<file path="src/rtl/pid_pkg.sv">
// Shared widths, control word layout and microcode ROM for the PID step block.
// Depends on nothing; every other file in rtl/ refers to it by scoped names.
package pid_pkg;

    // Block configuration
    localparam int SAMPLE_WIDTH   = 16;
    localparam int GAIN_FRAC_BITS = 8;
    localparam int INTEGRAL_WIDTH = 40;

    // Fixed field widths
    localparam int GAIN_W    = 16;
    localparam int TICK_W    = 16;
    localparam int OUT_W     = 32;
    localparam int SAT_W     = 64;
    localparam int CFG_IDX_W = 2;

    // Derived datapath widths
    localparam int ERR_W  = SAMPLE_WIDTH + 1;
    localparam int DIFF_W = SAMPLE_WIDTH + 2;
    localparam int MAG_W  = DIFF_W - 1;
    localparam int LO_W   = INTEGRAL_WIDTH / 2;
    localparam int HI_W   = INTEGRAL_WIDTH - LO_W;
    localparam int MA_W   = TICK_W + 1;
    localparam int MB_W0  = (DIFF_W > LO_W + 1) ? DIFF_W : LO_W + 1;
    localparam int MB_W   = (MB_W0 > HI_W) ? MB_W0 : HI_W;
    localparam int MUL_W  = MA_W + MB_W;
    localparam int PRD_W  = GAIN_W + INTEGRAL_WIDTH + 1;
    localparam int SUM_W0 = (MUL_W > PRD_W) ? MUL_W : PRD_W;
    localparam int SUM_W  = ((SUM_W0 > SAT_W) ? SUM_W0 : SAT_W) + 1;
    localparam int INT_SUM_W = ((INTEGRAL_WIDTH > MUL_W) ? INTEGRAL_WIDTH : MUL_W) + 1;
    localparam int CNT_W  = $clog2(MAG_W + 1);
    localparam int STEP_W = 4;

    // Register indexes
    localparam logic [CFG_IDX_W-1:0] REG_PROP_GAIN  = 2'd0;
    localparam logic [CFG_IDX_W-1:0] REG_INTEG_GAIN = 2'd1;
    localparam logic [CFG_IDX_W-1:0] REG_DERIV_GAIN = 2'd2;

    // Multiplier operand selects
    typedef enum logic [1:0] {A_TICKS, A_PROP, A_INTEG, A_DERIV} a_sel_t;
    typedef enum logic [1:0] {B_ERR, B_QUOT, B_ILO, B_IHI} b_sel_t;

    // Datapath operations
    typedef enum logic [2:0] {
        OP_NONE,
        OP_INTEG,
        OP_TMP_LO,
        OP_TMP_HI,
        OP_ACC_LOAD,
        OP_ACC_MUL,
        OP_ACC_TMP,
        OP_EMIT
    } dp_op_t;

    // Sequencing of a control word
    typedef enum logic [1:0] {JMP_NEXT, JMP_WAIT_DIV, JMP_WAIT_OUT_END} jump_t;

    typedef enum logic {SEQ_IDLE, SEQ_RUN} seq_state_t;

    typedef struct packed {
        a_sel_t a_sel;
        b_sel_t b_sel;
        logic   mul_en;
        dp_op_t op;
        logic   div_start;
        jump_t  jmp;
    } ucode_t;

    typedef struct packed {
        a_sel_t a_sel;
        b_sel_t b_sel;
        logic   mul_en;
        dp_op_t op;
    } dp_ctrl_t;

    typedef struct packed {
        logic div_busy;
        logic out_full;
    } seq_stat_t;

    // Microcode program for one step of the controller
    function automatic ucode_t ucode_rom(input logic [STEP_W-1:0] step);
        ucode_t uc;
        uc = '{a_sel: A_TICKS, b_sel: B_ERR, mul_en: 1'b0, op: OP_NONE,
               div_start: 1'b0, jmp: JMP_NEXT};
        unique case (step)
            // error * ticks, launch the derivative divide
            STEP_W'(0): begin
                uc.mul_en    = 1'b1;
                uc.div_start = 1'b1;
            end
            // fold into the saturating integral
            STEP_W'(1): uc.op = OP_INTEG;
            // integral gain times low half of the integral
            STEP_W'(2): begin
                uc.a_sel  = A_INTEG;
                uc.b_sel  = B_ILO;
                uc.mul_en = 1'b1;
            end
            // integral gain times high half; keep the low product
            STEP_W'(3): begin
                uc.a_sel  = A_INTEG;
                uc.b_sel  = B_IHI;
                uc.mul_en = 1'b1;
                uc.op     = OP_TMP_LO;
            end
            // proportional product; merge the high integral product
            STEP_W'(4): begin
                uc.a_sel  = A_PROP;
                uc.b_sel  = B_ERR;
                uc.mul_en = 1'b1;
                uc.op     = OP_TMP_HI;
            end
            STEP_W'(5): uc.op = OP_ACC_LOAD;
            // hold until the quotient is ready
            STEP_W'(6): uc.jmp = JMP_WAIT_DIV;
            STEP_W'(7): begin
                uc.a_sel  = A_DERIV;
                uc.b_sel  = B_QUOT;
                uc.mul_en = 1'b1;
            end
            STEP_W'(8): uc.op = OP_ACC_MUL;
            STEP_W'(9): uc.op = OP_ACC_TMP;
            // publish once the output register is free, then stop
            STEP_W'(10): begin
                uc.op  = OP_EMIT;
                uc.jmp = JMP_WAIT_OUT_END;
            end
            default: uc.jmp = JMP_WAIT_OUT_END;
        endcase
        return uc;
    endfunction

endpackage

</file>
<file path="src/rtl/pid_seq.sv">
// Microcode sequencer: step counter over the ROM in pid_pkg, with wait jumps.
// Depends on pid_pkg.
module pid_seq (
    input  logic                clk,
    input  logic                rst_n,
    input  logic                start,
    input  pid_pkg::seq_stat_t  stat,
    output logic                busy,
    output logic                div_start,
    output pid_pkg::dp_ctrl_t   ctrl
);

    pid_pkg::seq_state_t            state_reg, state_next;
    logic [pid_pkg::STEP_W-1:0]     step_reg, step_next;
    pid_pkg::ucode_t                uc;
    logic                           hold;
    logic                           active;

    // State and step counter
    always_ff @(posedge clk or negedge rst_n)
    begin
        if (!rst_n)
        begin
            state_reg <= pid_pkg::SEQ_IDLE;
            step_reg  <= '0;
        end
        else
        begin
            state_reg <= state_next;
            step_reg  <= step_next;
        end
    end

    // Decode the current word, gate it while waiting, advance
    always_comb
    begin
        uc = pid_pkg::ucode_rom(step_reg);
        unique case (uc.jmp)
            pid_pkg::JMP_WAIT_DIV:     hold = stat.div_busy;
            pid_pkg::JMP_WAIT_OUT_END: hold = stat.out_full;
            default:                   hold = 1'b0;
        endcase
        active = (state_reg == pid_pkg::SEQ_RUN) && !hold;

        ctrl.a_sel  = uc.a_sel;
        ctrl.b_sel  = uc.b_sel;
        ctrl.mul_en = uc.mul_en & active;
        ctrl.op     = active ? uc.op : pid_pkg::OP_NONE;
        div_start   = uc.div_start & active;
        busy        = (state_reg == pid_pkg::SEQ_RUN);

        state_next = state_reg;
        step_next  = step_reg;
        unique case (state_reg)
            pid_pkg::SEQ_IDLE:
            begin
                if (start)
                begin
                    state_next = pid_pkg::SEQ_RUN;
                    step_next  = '0;
                end
            end
            pid_pkg::SEQ_RUN:
            begin
                if (!hold)
                begin
                    if (uc.jmp == pid_pkg::JMP_WAIT_OUT_END)
                    begin
                        state_next = pid_pkg::SEQ_IDLE;
                        step_next  = '0;
                    end
                    else
                    begin
                        step_next = step_reg + 1'b1;
                    end
                end
            end
            default:
            begin
                state_next = pid_pkg::SEQ_IDLE;
                step_next  = '0;
            end
        endcase
    end

endmodule

</file>
<file path="src/rtl/pid_div.sv">
// Bit-serial restoring divider for the error rate, truncating toward zero.
// Depends on pid_pkg for the operand widths.
module pid_div (
    input  logic                              clk,
    input  logic                              rst_n,
    input  logic                              start,
    input  logic signed [pid_pkg::DIFF_W-1:0] dividend,
    input  logic        [pid_pkg::TICK_W-1:0] divisor,
    output logic                              busy,
    output logic signed [pid_pkg::DIFF_W-1:0] quotient
);

    logic                          busy_reg, busy_next;
    logic [pid_pkg::CNT_W-1:0]     cnt_reg, cnt_next;
    logic [pid_pkg::MAG_W-1:0]     q_reg, q_next;
    logic [pid_pkg::TICK_W-1:0]    rem_reg, rem_next;
    logic [pid_pkg::TICK_W-1:0]    dvs_reg, dvs_next;
    logic                          neg_reg, neg_next;
    logic [pid_pkg::TICK_W:0]      rem_sh;
    logic [pid_pkg::TICK_W:0]      rem_sub;
    logic                          ge;
    logic signed [pid_pkg::DIFF_W-1:0] dividend_abs;

    // One quotient bit per cycle
    always_comb
    begin
        dividend_abs = dividend[pid_pkg::DIFF_W-1] ? -dividend : dividend;
        rem_sh  = {rem_reg, q_reg[pid_pkg::MAG_W-1]};
        rem_sub = rem_sh - {1'b0, dvs_reg};
        ge      = (rem_sh >= {1'b0, dvs_reg});

        busy_next = busy_reg;
        cnt_next  = cnt_reg;
        q_next    = q_reg;
        rem_next  = rem_reg;
        dvs_next  = dvs_reg;
        neg_next  = neg_reg;
        if (start)
        begin
            busy_next = 1'b1;
            cnt_next  = pid_pkg::CNT_W'(pid_pkg::MAG_W);
            q_next    = dividend_abs[pid_pkg::MAG_W-1:0];
            rem_next  = '0;
            dvs_next  = divisor;
            neg_next  = dividend[pid_pkg::DIFF_W-1];
        end
        else if (busy_reg)
        begin
            q_next   = {q_reg[pid_pkg::MAG_W-2:0], ge};
            rem_next = ge ? rem_sub[pid_pkg::TICK_W-1:0] : rem_sh[pid_pkg::TICK_W-1:0];
            cnt_next = cnt_reg - 1'b1;
            if (cnt_reg == pid_pkg::CNT_W'(1))
            begin
                busy_next = 1'b0;
            end
        end
    end

    // Control state
    always_ff @(posedge clk or negedge rst_n)
    begin
        if (!rst_n)
        begin
            busy_reg <= 1'b0;
            cnt_reg  <= '0;
        end
        else
        begin
            busy_reg <= busy_next;
            cnt_reg  <= cnt_next;
        end
    end

    // Operands and partial results
    always_ff @(posedge clk)
    begin
        q_reg   <= q_next;
        rem_reg <= rem_next;
        dvs_reg <= dvs_next;
        neg_reg <= neg_next;
    end

    // Apply the sign of the dividend
    assign busy     = busy_reg;
    assign quotient = neg_reg ? -$signed({1'b0, q_reg}) : $signed({1'b0, q_reg});

endmodule

</file>
<file path="src/rtl/pid_dp.sv">
// PID datapath: gains, controller state, shared multiplier and accumulators,
// output register. Driven by the control word from pid_seq; depends on pid_pkg.
module pid_dp (
    input  logic                                      clk,
    input  logic                                      rst_n,
    input  logic                                      load,
    input  logic signed [pid_pkg::SAMPLE_WIDTH-1:0]   target_value,
    input  logic signed [pid_pkg::SAMPLE_WIDTH-1:0]   measured_value,
    input  logic        [pid_pkg::TICK_W-1:0]         elapsed_ticks,
    input  logic                                      cfg_we,
    input  logic        [pid_pkg::CFG_IDX_W-1:0]      cfg_index,
    input  logic        [pid_pkg::GAIN_W-1:0]         cfg_data,
    input  pid_pkg::dp_ctrl_t                         ctrl,
    input  logic signed [pid_pkg::DIFF_W-1:0]         quot,
    input  logic                                      out_stall,
    output logic signed [pid_pkg::DIFF_W-1:0]         dividend,
    output logic        [pid_pkg::TICK_W-1:0]         divisor,
    output logic                                      out_valid,
    output logic                                      out_full,
    output logic signed [pid_pkg::OUT_W-1:0]          drive_value
);

    localparam int IW  = pid_pkg::INTEGRAL_WIDTH;
    localparam int ISW = pid_pkg::INT_SUM_W;
    localparam int SW  = pid_pkg::SUM_W;

    localparam logic signed [ISW-1:0] I_MAX = $signed(ISW'({1'b0, {(IW-1){1'b1}}}));
    localparam logic signed [ISW-1:0] I_MIN = -I_MAX - 1;
    localparam logic signed [SW-1:0]  S_MAX =
        $signed(SW'({1'b0, {(pid_pkg::SAT_W-1){1'b1}}}));
    localparam logic signed [SW-1:0]  S_MIN = -S_MAX - 1;
    localparam logic signed [pid_pkg::SAT_W-1:0] O_MAX =
        $signed(pid_pkg::SAT_W'({1'b0, {(pid_pkg::OUT_W-1){1'b1}}}));
    localparam logic signed [pid_pkg::SAT_W-1:0] O_MIN = -O_MAX - 1;

    // Clamp a wide sum to the signed 64-bit range
    function automatic logic signed [pid_pkg::SAT_W-1:0] sat64(input logic signed [SW-1:0] x);
        logic signed [SW-1:0] c;
        if (x > S_MAX)
            c = S_MAX;
        else if (x < S_MIN)
            c = S_MIN;
        else
            c = x;
        return $signed(c[pid_pkg::SAT_W-1:0]);
    endfunction

    logic signed [pid_pkg::GAIN_W-1:0]  prop_gain_reg, prop_gain_next;
    logic signed [pid_pkg::GAIN_W-1:0]  integ_gain_reg, integ_gain_next;
    logic signed [pid_pkg::GAIN_W-1:0]  deriv_gain_reg, deriv_gain_next;
    logic signed [IW-1:0]               integral_reg, integral_next;
    logic signed [pid_pkg::ERR_W-1:0]   prev_err_reg, prev_err_next;
    logic                               out_valid_reg, out_valid_next;

    logic signed [pid_pkg::ERR_W-1:0]   err_reg, err_next;
    logic signed [pid_pkg::DIFF_W-1:0]  diff_reg, diff_next;
    logic        [pid_pkg::TICK_W-1:0]  ticks_reg, ticks_next;
    logic signed [pid_pkg::MUL_W-1:0]   mul_reg, mul_next;
    logic signed [SW-1:0]               tmp_reg, tmp_next;
    logic signed [pid_pkg::SAT_W-1:0]   acc_reg, acc_next;
    logic signed [pid_pkg::OUT_W-1:0]   drive_value_reg, drive_value_next;

    logic signed [pid_pkg::MA_W-1:0]    a_op;
    logic signed [pid_pkg::MB_W-1:0]    b_op;
    logic signed [pid_pkg::MUL_W-1:0]   prod;
    logic signed [SW-1:0]               mul_ext;
    logic signed [ISW-1:0]              isum;
    logic signed [pid_pkg::SAT_W-1:0]   shifted;

    // Multiplier operand selection
    always_comb
    begin
        unique case (ctrl.a_sel)
            pid_pkg::A_TICKS: a_op = $signed({1'b0, ticks_reg});
            pid_pkg::A_PROP:  a_op = pid_pkg::MA_W'(prop_gain_reg);
            pid_pkg::A_INTEG: a_op = pid_pkg::MA_W'(integ_gain_reg);
            default:          a_op = pid_pkg::MA_W'(deriv_gain_reg);
        endcase
        unique case (ctrl.b_sel)
            pid_pkg::B_ERR:  b_op = pid_pkg::MB_W'(err_reg);
            pid_pkg::B_QUOT: b_op = pid_pkg::MB_W'(quot);
            pid_pkg::B_ILO:  b_op = $signed(pid_pkg::MB_W'(integral_reg[pid_pkg::LO_W-1:0]));
            default:         b_op = pid_pkg::MB_W'($signed(integral_reg[IW-1:pid_pkg::LO_W]));
        endcase
    end

    assign prod    = a_op * b_op;
    assign mul_ext = SW'(mul_reg);
    assign isum    = ISW'(integral_reg) + ISW'(mul_reg);
    assign shifted = acc_reg >>> pid_pkg::GAIN_FRAC_BITS;

    // Next values of all registers
    always_comb
    begin
        prop_gain_next   = prop_gain_reg;
        integ_gain_next  = integ_gain_reg;
        deriv_gain_next  = deriv_gain_reg;
        integral_next    = integral_reg;
        prev_err_next    = prev_err_reg;
        out_valid_next   = out_valid_reg;
        err_next         = err_reg;
        diff_next        = diff_reg;
        ticks_next       = ticks_reg;
        mul_next         = mul_reg;
        tmp_next         = tmp_reg;
        acc_next         = acc_reg;
        drive_value_next = drive_value_reg;

        // Gain writes; other indexes drop
        if (cfg_we)
        begin
            unique case (cfg_index)
                pid_pkg::REG_PROP_GAIN:  prop_gain_next  = $signed(cfg_data);
                pid_pkg::REG_INTEG_GAIN: integ_gain_next = $signed(cfg_data);
                pid_pkg::REG_DERIV_GAIN: deriv_gain_next = $signed(cfg_data);
                default: ;
            endcase
        end

        // Capture a new item: error, error difference and elapsed ticks
        if (load)
        begin
            err_next   = pid_pkg::ERR_W'(target_value) - pid_pkg::ERR_W'(measured_value);
            diff_next  = pid_pkg::DIFF_W'(err_next) - pid_pkg::DIFF_W'(prev_err_reg);
            ticks_next = elapsed_ticks;
        end

        if (ctrl.mul_en)
        begin
            mul_next = prod;
        end

        // Release the output register once taken
        if (out_valid_reg && !out_stall)
        begin
            out_valid_next = 1'b0;
        end

        unique case (ctrl.op)
            pid_pkg::OP_INTEG:
            begin
                if (isum > I_MAX)
                    integral_next = $signed(I_MAX[IW-1:0]);
                else if (isum < I_MIN)
                    integral_next = $signed(I_MIN[IW-1:0]);
                else
                    integral_next = $signed(isum[IW-1:0]);
                prev_err_next = err_reg;
            end
            pid_pkg::OP_TMP_LO:   tmp_next = mul_ext;
            pid_pkg::OP_TMP_HI:   tmp_next = tmp_reg + (mul_ext <<< pid_pkg::LO_W);
            pid_pkg::OP_ACC_LOAD: acc_next = sat64(mul_ext);
            pid_pkg::OP_ACC_MUL:  acc_next = sat64(SW'(acc_reg) + SW'(sat64(mul_ext)));
            pid_pkg::OP_ACC_TMP:  acc_next = sat64(SW'(acc_reg) + SW'(sat64(tmp_reg)));
            pid_pkg::OP_EMIT:
            begin
                if (shifted > O_MAX)
                    drive_value_next = $signed(O_MAX[pid_pkg::OUT_W-1:0]);
                else if (shifted < O_MIN)
                    drive_value_next = $signed(O_MIN[pid_pkg::OUT_W-1:0]);
                else
                    drive_value_next = $signed(shifted[pid_pkg::OUT_W-1:0]);
                out_valid_next = 1'b1;
            end
            default: ;
        endcase
    end

    // Gains, controller state and output valid
    always_ff @(posedge clk or negedge rst_n)
    begin
        if (!rst_n)
        begin
            prop_gain_reg  <= '0;
            integ_gain_reg <= '0;
            deriv_gain_reg <= '0;
            integral_reg   <= '0;
            prev_err_reg   <= '0;
            out_valid_reg  <= 1'b0;
        end
        else
        begin
            prop_gain_reg  <= prop_gain_next;
            integ_gain_reg <= integ_gain_next;
            deriv_gain_reg <= deriv_gain_next;
            integral_reg   <= integral_next;
            prev_err_reg   <= prev_err_next;
            out_valid_reg  <= out_valid_next;
        end
    end

    // Working registers
    always_ff @(posedge clk)
    begin
        err_reg         <= err_next;
        diff_reg        <= diff_next;
        ticks_reg       <= ticks_next;
        mul_reg         <= mul_next;
        tmp_reg         <= tmp_next;
        acc_reg         <= acc_next;
        drive_value_reg <= drive_value_next;
    end

    assign dividend    = diff_reg;
    assign divisor     = ticks_reg;
    assign out_valid   = out_valid_reg;
    assign out_full    = out_valid_reg & out_stall;
    assign drive_value = drive_value_reg;

endmodule

</file>
<file path="src/rtl/pid_controller_step.sv">
// Parallel-form PID step. The derivative term comes from a bit-serial divider
// that runs one quotient bit per cycle. One item is in work at a time: a new
// item is stalled until the previous result is in the output register; an item
// with zero elapsed time is accepted but starts no program and gives no result.
// Reset (rst_n, async, active low) zeroes gains, integral and previous error.
module pid_controller_step (
    input  logic                                     clk,
    input  logic                                     rst_n,
    input  logic                                     in_valid,
    output logic                                     in_stall,
    input  logic signed [pid_pkg::SAMPLE_WIDTH-1:0]  target_value,
    input  logic signed [pid_pkg::SAMPLE_WIDTH-1:0]  measured_value,
    input  logic        [pid_pkg::TICK_W-1:0]        elapsed_ticks,
    output logic                                     out_valid,
    input  logic                                     out_stall,
    output logic signed [pid_pkg::OUT_W-1:0]         drive_value,
    input  logic                                     cfg_valid,
    output logic                                     cfg_ready,
    input  logic        [pid_pkg::CFG_IDX_W-1:0]     cfg_index,
    input  logic        [pid_pkg::GAIN_W-1:0]        cfg_data
);

    logic                               busy;
    logic                               load;
    logic                               start;
    logic                               div_start;
    logic                               div_busy;
    logic                               out_full;
    logic signed [pid_pkg::DIFF_W-1:0]  dividend;
    logic        [pid_pkg::TICK_W-1:0]  divisor;
    logic signed [pid_pkg::DIFF_W-1:0]  quot;
    pid_pkg::dp_ctrl_t                  ctrl;
    pid_pkg::seq_stat_t                 stat;

    // Take an item only between programs; zero elapsed time starts nothing
    assign in_stall   = busy;
    assign load       = in_valid & ~busy;
    assign start      = load & (elapsed_ticks != '0);
    assign cfg_ready  = 1'b1;
    assign stat.div_busy = div_busy;
    assign stat.out_full = out_full;

    pid_seq u_seq (
        .clk       (clk),
        .rst_n     (rst_n),
        .start     (start),
        .stat      (stat),
        .busy      (busy),
        .div_start (div_start),
        .ctrl      (ctrl)
    );

    pid_div u_div (
        .clk      (clk),
        .rst_n    (rst_n),
        .start    (div_start),
        .dividend (dividend),
        .divisor  (divisor),
        .busy     (div_busy),
        .quotient (quot)
    );

    pid_dp u_dp (
        .clk            (clk),
        .rst_n          (rst_n),
        .load           (load),
        .target_value   (target_value),
        .measured_value (measured_value),
        .elapsed_ticks  (elapsed_ticks),
        .cfg_we         (cfg_valid & cfg_ready),
        .cfg_index      (cfg_index),
        .cfg_data       (cfg_data),
        .ctrl           (ctrl),
        .quot           (quot),
        .out_stall      (out_stall),
        .dividend       (dividend),
        .divisor        (divisor),
        .out_valid      (out_valid),
        .out_full       (out_full),
        .drive_value    (drive_value)
    );

endmodule
</file>
<file path="config.mk">
export PLATFORM = sky130hd
export DESIGN_NAME = pid_controller_step
export DESIGN_NICKNAME = d
export VERILOG_FILES = /design/src/rtl/pid_pkg.sv /design/src/rtl/pid_seq.sv /design/src/rtl/pid_div.sv /design/src/rtl/pid_dp.sv /design/src/rtl/pid_controller_step.sv
export SDC_FILE = /design/constraint.sdc
export NUM_CORES = 2
export LEC_CHECK = 0
export BUFFER_PORTS_ARGS = -buffer_cell sky130_fd_sc_hd__buf_2
export CORE_ASPECT_RATIO = 0.5
export CORE_UTILIZATION = 50
export CTS_CLUSTER_SIZE = 25
export DETAILED_ROUTE_END_ITERATION = 8
export PLACE_DENSITY = 0.74
export SLEW_MARGIN = 10
export SYNTH_ARGS = -nofsm -noshare
export SYNTH_HDL_FRONTEND = slang
export SYNTH_HIERARCHICAL = 1
export SYNTH_SLANG_ARGS = --single-unit
</file>
<file path="constraint.sdc">
create_clock -name clk -period 8.55 [get_ports clk]
set_input_delay 0.855 -clock clk [delete_from_list [all_inputs] [get_ports clk]]
set_output_delay 0.855 -clock clk [all_outputs]
set_load 0.1 [all_outputs]
</file>
# Yosys cells after proc, flatten, opt, wreduce, memory -nomap -nowiden
# Index checks and enable logic that the tools add are counted.
# totals
register_bits,417
latch_bits,0
ramBits,0
rom_bits,0
output_inout_bits,35
word_cells,143
memories,0
# op_classes
add_sub_neg,11
mul,1
n_div,0
magnitude_cmp,13
eq_ne,28
shift,0
n_mux,44
n_bitwise,6
reduce_logical,19
# ops
cell,n
$mux 64,10
$gt 65x64->1 const B,3
$lt 65x64->1 const B,3
$pmux 64 s3,1
$add 64x64->65,2
$pmux 65 s2,1
$mux 40,2
$add 65x58->65,1
$gt 38x64->1 const B,1
$lt 38x64->1 const B,1
$pmux 21 s3,1
$gt 56x32->1 const B,1
$lt 56x32->1 const B,1
$mux 17,3
$pmux 17 s3,1
$add 40x38->41,1
$gt 41x40->1 const B,1
$lt 41x40->1 const B,1
$mul 17x21->38,1
$mux 32,1
$pmux 3 s7,1
$mux 18,1
$neg 17->18,1
$sub 17x17->18,1
38 further kinds,81

# Depth between registers and ports, before layout
# logic_depth
word_depth,15
mapped_depth,36

# Hierarchy
# Netlist, hierarchy kept.
# by_module_without_submodules
module,n_inst,cells_each,area_each_um2,seq_area_each_um2
pid_dp,1,4463,41293.4,10159.7
pid_div,1,409,3823.7,1491.4
pid_seq,1,69,536.8,125.1
pid_controller_step,1,9,73.8,0.0

# Worst setup path before layout
# OpenSTA, ideal clock, no wires.
# synth_timing
path_kind,register to register
startpoint,register u_seq/step_reg[0] (netlist name)
endpoint,register u_dp/mul_reg[37] (netlist name) (data pin)
setup_time_ns,0.260
arrival_time_ns,8.463
t_required_ns,8.290
slack_ns,-0.173
path_stages_with_launch,33
n_path_buf,5
path_cell_list,dfrtp_1 > inv_1 > ha_1 > nor2_1 > nor2_1 > clkbuf_1 > buf_1 > buf_1 > nand2_1 > o21ai_0 > clkbuf_1 > clkbuf_1 > nand2_1 > fa_1 > fa_1 > inv_1 > fa_1 > inv_1 > fa_1 > fa_1 > inv_1 > fa_1 > ha_1 > a211o_1 > a21oi_1 > o2111ai_1 > a21oi_1 > or2_2 > a311oi_1 > a2111o_1 > a21o_1 > a21oi_1 > xnor2_1
# synth_lines
element,line_no,source
start: declaration,pid_seq.sv:14,"logic [pid_pkg::STEP_W-1:0] step_reg, step_next;"
start signal: assignment,pid_seq.sv:30,step_reg <= step_next;
end signal: assignment,pid_dp.sv:198,mul_reg <= mul_next;
end: declaration,pid_dp.sv:58,"logic signed [pid_pkg::MUL_W-1:0] mul_reg, mul_next;"

# Worst setup path after layout
# layout_timing
startpoint,register u_div/q_reg[1] (netlist name)
endpoint,register u_dp/mul_reg[37] (netlist name) (data pin)
# layout_via
elab_chain_cells,4
# layout_rtl
element,line_no,source
start: declaration,pid_div.sv:15,"logic [pid_pkg::MAG_W-1:0] q_reg, q_next;"
start signal: assignment,pid_div.sv:77,q_reg <= q_next;
$neg 17->18,pid_div.sv:85,"assign quotient = neg_reg ? -$signed({1'b0, q_reg}) : $signed({1'b0, q_reg});"
$mux 18,pid_div.sv:85,
named net quot (one bit),pid_controller_step.sv:31,logic signed [pid_pkg::DIFF_W-1:0] quot;
$pmux 21 s3,pid_dp.sv:79,unique case (ctrl.b_sel)
$mul 17x21->38,pid_dp.sv:87,assign prod = a_op * b_op;
named net u_dp.prod (one bit),pid_dp.sv:65,logic signed [pid_pkg::MUL_W-1:0] prod;
# The timed path passes the listed nets, and every way through them passes these cells.
# A chain may end at the register's enable or synchronous reset.

==> results.md <==
* Outcome: finished, final reports clean
* Asr flop ratio synth at 28.1%
* Number of flip-flops in the largest register at 65
* Adder-Cell Fraction of Synth Area at 27.4%
* Metal3 WL at 12.6 mm
* Setup crit end kind: flop
* Flop2flop setup slack at 0.30 ns
* Core box area at 0.0894 mm^2
* Final setup viols at 0
* Post-Place Setup Slack at -0.00856 ns
* GPL Wtd Cong at 1.01
* Fin area at 0.0497 mm^2
* Class of the worst hold path: in2async
* Met2 wire length at 54.6 mm
* Post-place instance area at 0.0478 mm^2
* Clock Latency Late Sink at 0.62 ns
* Num CTS Buffers at 45
* Number of max-cap violations at 0
* Reg2Reg Depth at 33
* Mapped Area at 0.0457 mm^2
* Slowest stage delay, CP at 0.57 ns
* Number of synthesized flops with an enable pin at 284
* Setup CP Type: reg2reg
* Initial DRT Pass Iterations at 6
* Largest net degree at the start of global routing at 80
* Synth area leader: edfxtp_1
* Post-Syn Instances at 4950
* Fin. max-slew vios at 0
* #FFs+latches synth at 417
* Xor/xnor share of the synthesized area at 5.46%
* Final worst slack at 0.296 ns
* Commonest non-fill, non-tap cells in the layout: nand2_1, inv_1, fa_1
* IO buf count at 104
* M1 WL at 59.0 mm
* Die Span X at 430 um
* Total die area at 0.0927 mm^2
* Vias/cell at 6.01
* Reg clk slew, reported paths at 0.07 ns
* Hold-fix buffers, CTS at 0
* Clock skew at 0.0325 ns
* Initial antenna violation count at 2
* I/O pin count at 106
* Synth Flop Type: edfxtp_1
* Most common cell after layout, fill and taps aside: nand2_1
* Area share of the largest cell type after synthesis at 18.6%
* # rows at 77
* Post-DRT Antenna Nets at 0
* Critical path fanouts, max at 4
* Clock Tree Buf Depth at 3
* Overall Global Routing Usage at 27.7%
* DR WL/cell at 20.8 um
* FF-to-FF End: u_dp/mul_reg[37]
* DR iter-0 viols at 3838
* DRT Wirelength at 129 mm
* Root buf cell: clkbuf_16
* Total congestion overflow at 0
* CTS tree: yes
* Worst-Margin Slew at 1.15 ns
* Synth Area per Inst at 9.24 um^2
* Final Hold Vio Count at 0
* Die Height at 216 um
* Yosys warns at 6
* Vias in the first global route at 36482
* F_max at 121 MHz
* Final cycle utilization of the critical path at 96.5%
* Post-synthesis sequential area ratio at 25.8%
* Post-Synth Simple-Gate Area at 13.4%
* H-tree levels at 2
* Fraction of layout cells with a size suffix above 1 at 10.9%
* Main combinational cell family by area after synthesis: adder cells
* TNS Setup at 0 ns
* # diodes at 0
* CP max stage cell: fa_1
* First-pass GRT wire length at 205 mm
* Worst path most repeated cell: fa_1
* Initial Util at 51.1%
* Top sig layer: met5
* Top post-synthesis cells by area: edfxtp_1, fa_1, ha_1, dfrtp_1, nand2_1
* Slew HR at 23.2%
* Synth-to-layout area growth at 8.61%
* DP Wirelength at 102 mm
* Mux contribution to synthesized area at 3.64%
* Fill cells at 7796
* CP startpoint kind: flop
* Compound-Gate Fraction of Synth Area at 18.1%
* Fin crit period at 8.25 ns
* Residual DRC count at 0
* Required time worst endpoint at 8.89 ns
* Via count at 37475
* Reg2reg start: u_div/q_reg[1]
* Yosys cell types at 115
* Mapped Nets at 5746
* Nets at 5810
* Data arrival, critical path at 8.60 ns
* Num Clock Sinks at 417
[worst max-delay path by stage]
stage | cells after the start | slack, ns | startpoint | endpoint
global placement | 33 | 0.16 | u_div/q_reg[0] | u_dp/mul_reg[37]
floorplan | 32 | 0.14 | u_seq/step_reg[0] | u_dp/mul_reg[37]
detailed placement | 32 | -0.009 | u_div/q_reg[0] | u_dp/mul_reg[37]
global route | 33 | -0.03 | u_div/q_reg[1] | u_dp/mul_reg[37]
CTS | 32 | 0.04 | u_div/q_reg[0] | u_dp/mul_reg[37]
finish | 33 | 0.30 | u_div/q_reg[1] | u_dp/mul_reg[37]
[worst max-delay path: cells and delay by family, from the launching register on]
family          cells  cell delay, ns
compound gates     12            2.22
xor+xnor            2            0.20
fa+ha+maj           7            3.31
buf+inv             5            0.28
flops               1            0.41
mux                 1            0.16
simple gates        6            1.38
[layer usage]
layer	track usage, %	up-vias
met3	5.44	210
li1	-	17450
met2	41.7	1655
met1	40.8	18158
met5	0	-
met4	6.51	2
[synthesized netlist by cell type, drive strengths merged, types with 117 or more instances]
| cell type | n |
|---|---|
| a21o | 145 |
| clkbuf | 158 |
| dfrtp | 117 |
| nand2 | 547 |
| xnor2 | 173 |
| ha | 362 |
| edfxtp | 284 |
| nor2 | 330 |
| o21ai | 304 |
| a21oi | 353 |
| fa | 363 |
| inv | 485 |
[metrics by stage]
step / utilization, % / cells / hold slack [ns]
global route: 55.5 / 6235 / 0.373
finish: 55.5 / 6235 / 0.311
global placement: 53.5 / 6137 / 0.451
detailed placement: 53.5 / 6137 / 0.455
floorplan: - / 4950 / 0.421
CTS: 55.3 / 6220 / 0.320
[repair_timing]
action / in CTS / in global routing
endpoints found under the hold margin: 0 / 0
pin swaps: 0 / 9
setup buffers: 0 / 15
endpoints found under the setup margin: 1 / 11
gates resized for setup: 1 / 36
[kinds of logic (layout without fill, tap and decap cells)]
logic type / after synthesis / count (layout)
AND/OR/NAND/NOR: 1327 / 1327
AO/OA/AOI/OAI: 1261 / 1261
adder cells (fa/ha/maj): 799 / 799
buffers and inverters: 716 / 816
flip-flops: 417 / 417
XOR/XNOR: 285 / 285
multiplexers: 144 / 144
other: 1 / 1
[cell type report]
cell class | count | area, um^2 | area share [%]
clock buffer | 53 | 1200 | 2.41
multi-input combinational | 3817 | 31300 | 63.1
timing repair buffer | 248 | 1660 | 3.35
inverter | 485 | 1820 | 3.67
sequential | 417 | 11800 | 23.7
tap | 1185 | 1480 | 2.99
clock inverter | 30 | 380 | 0.766
Power is left out: the tool's default activity adds up to more than one toggle a clock period on the data nets, which glitch-free logic cannot reach.
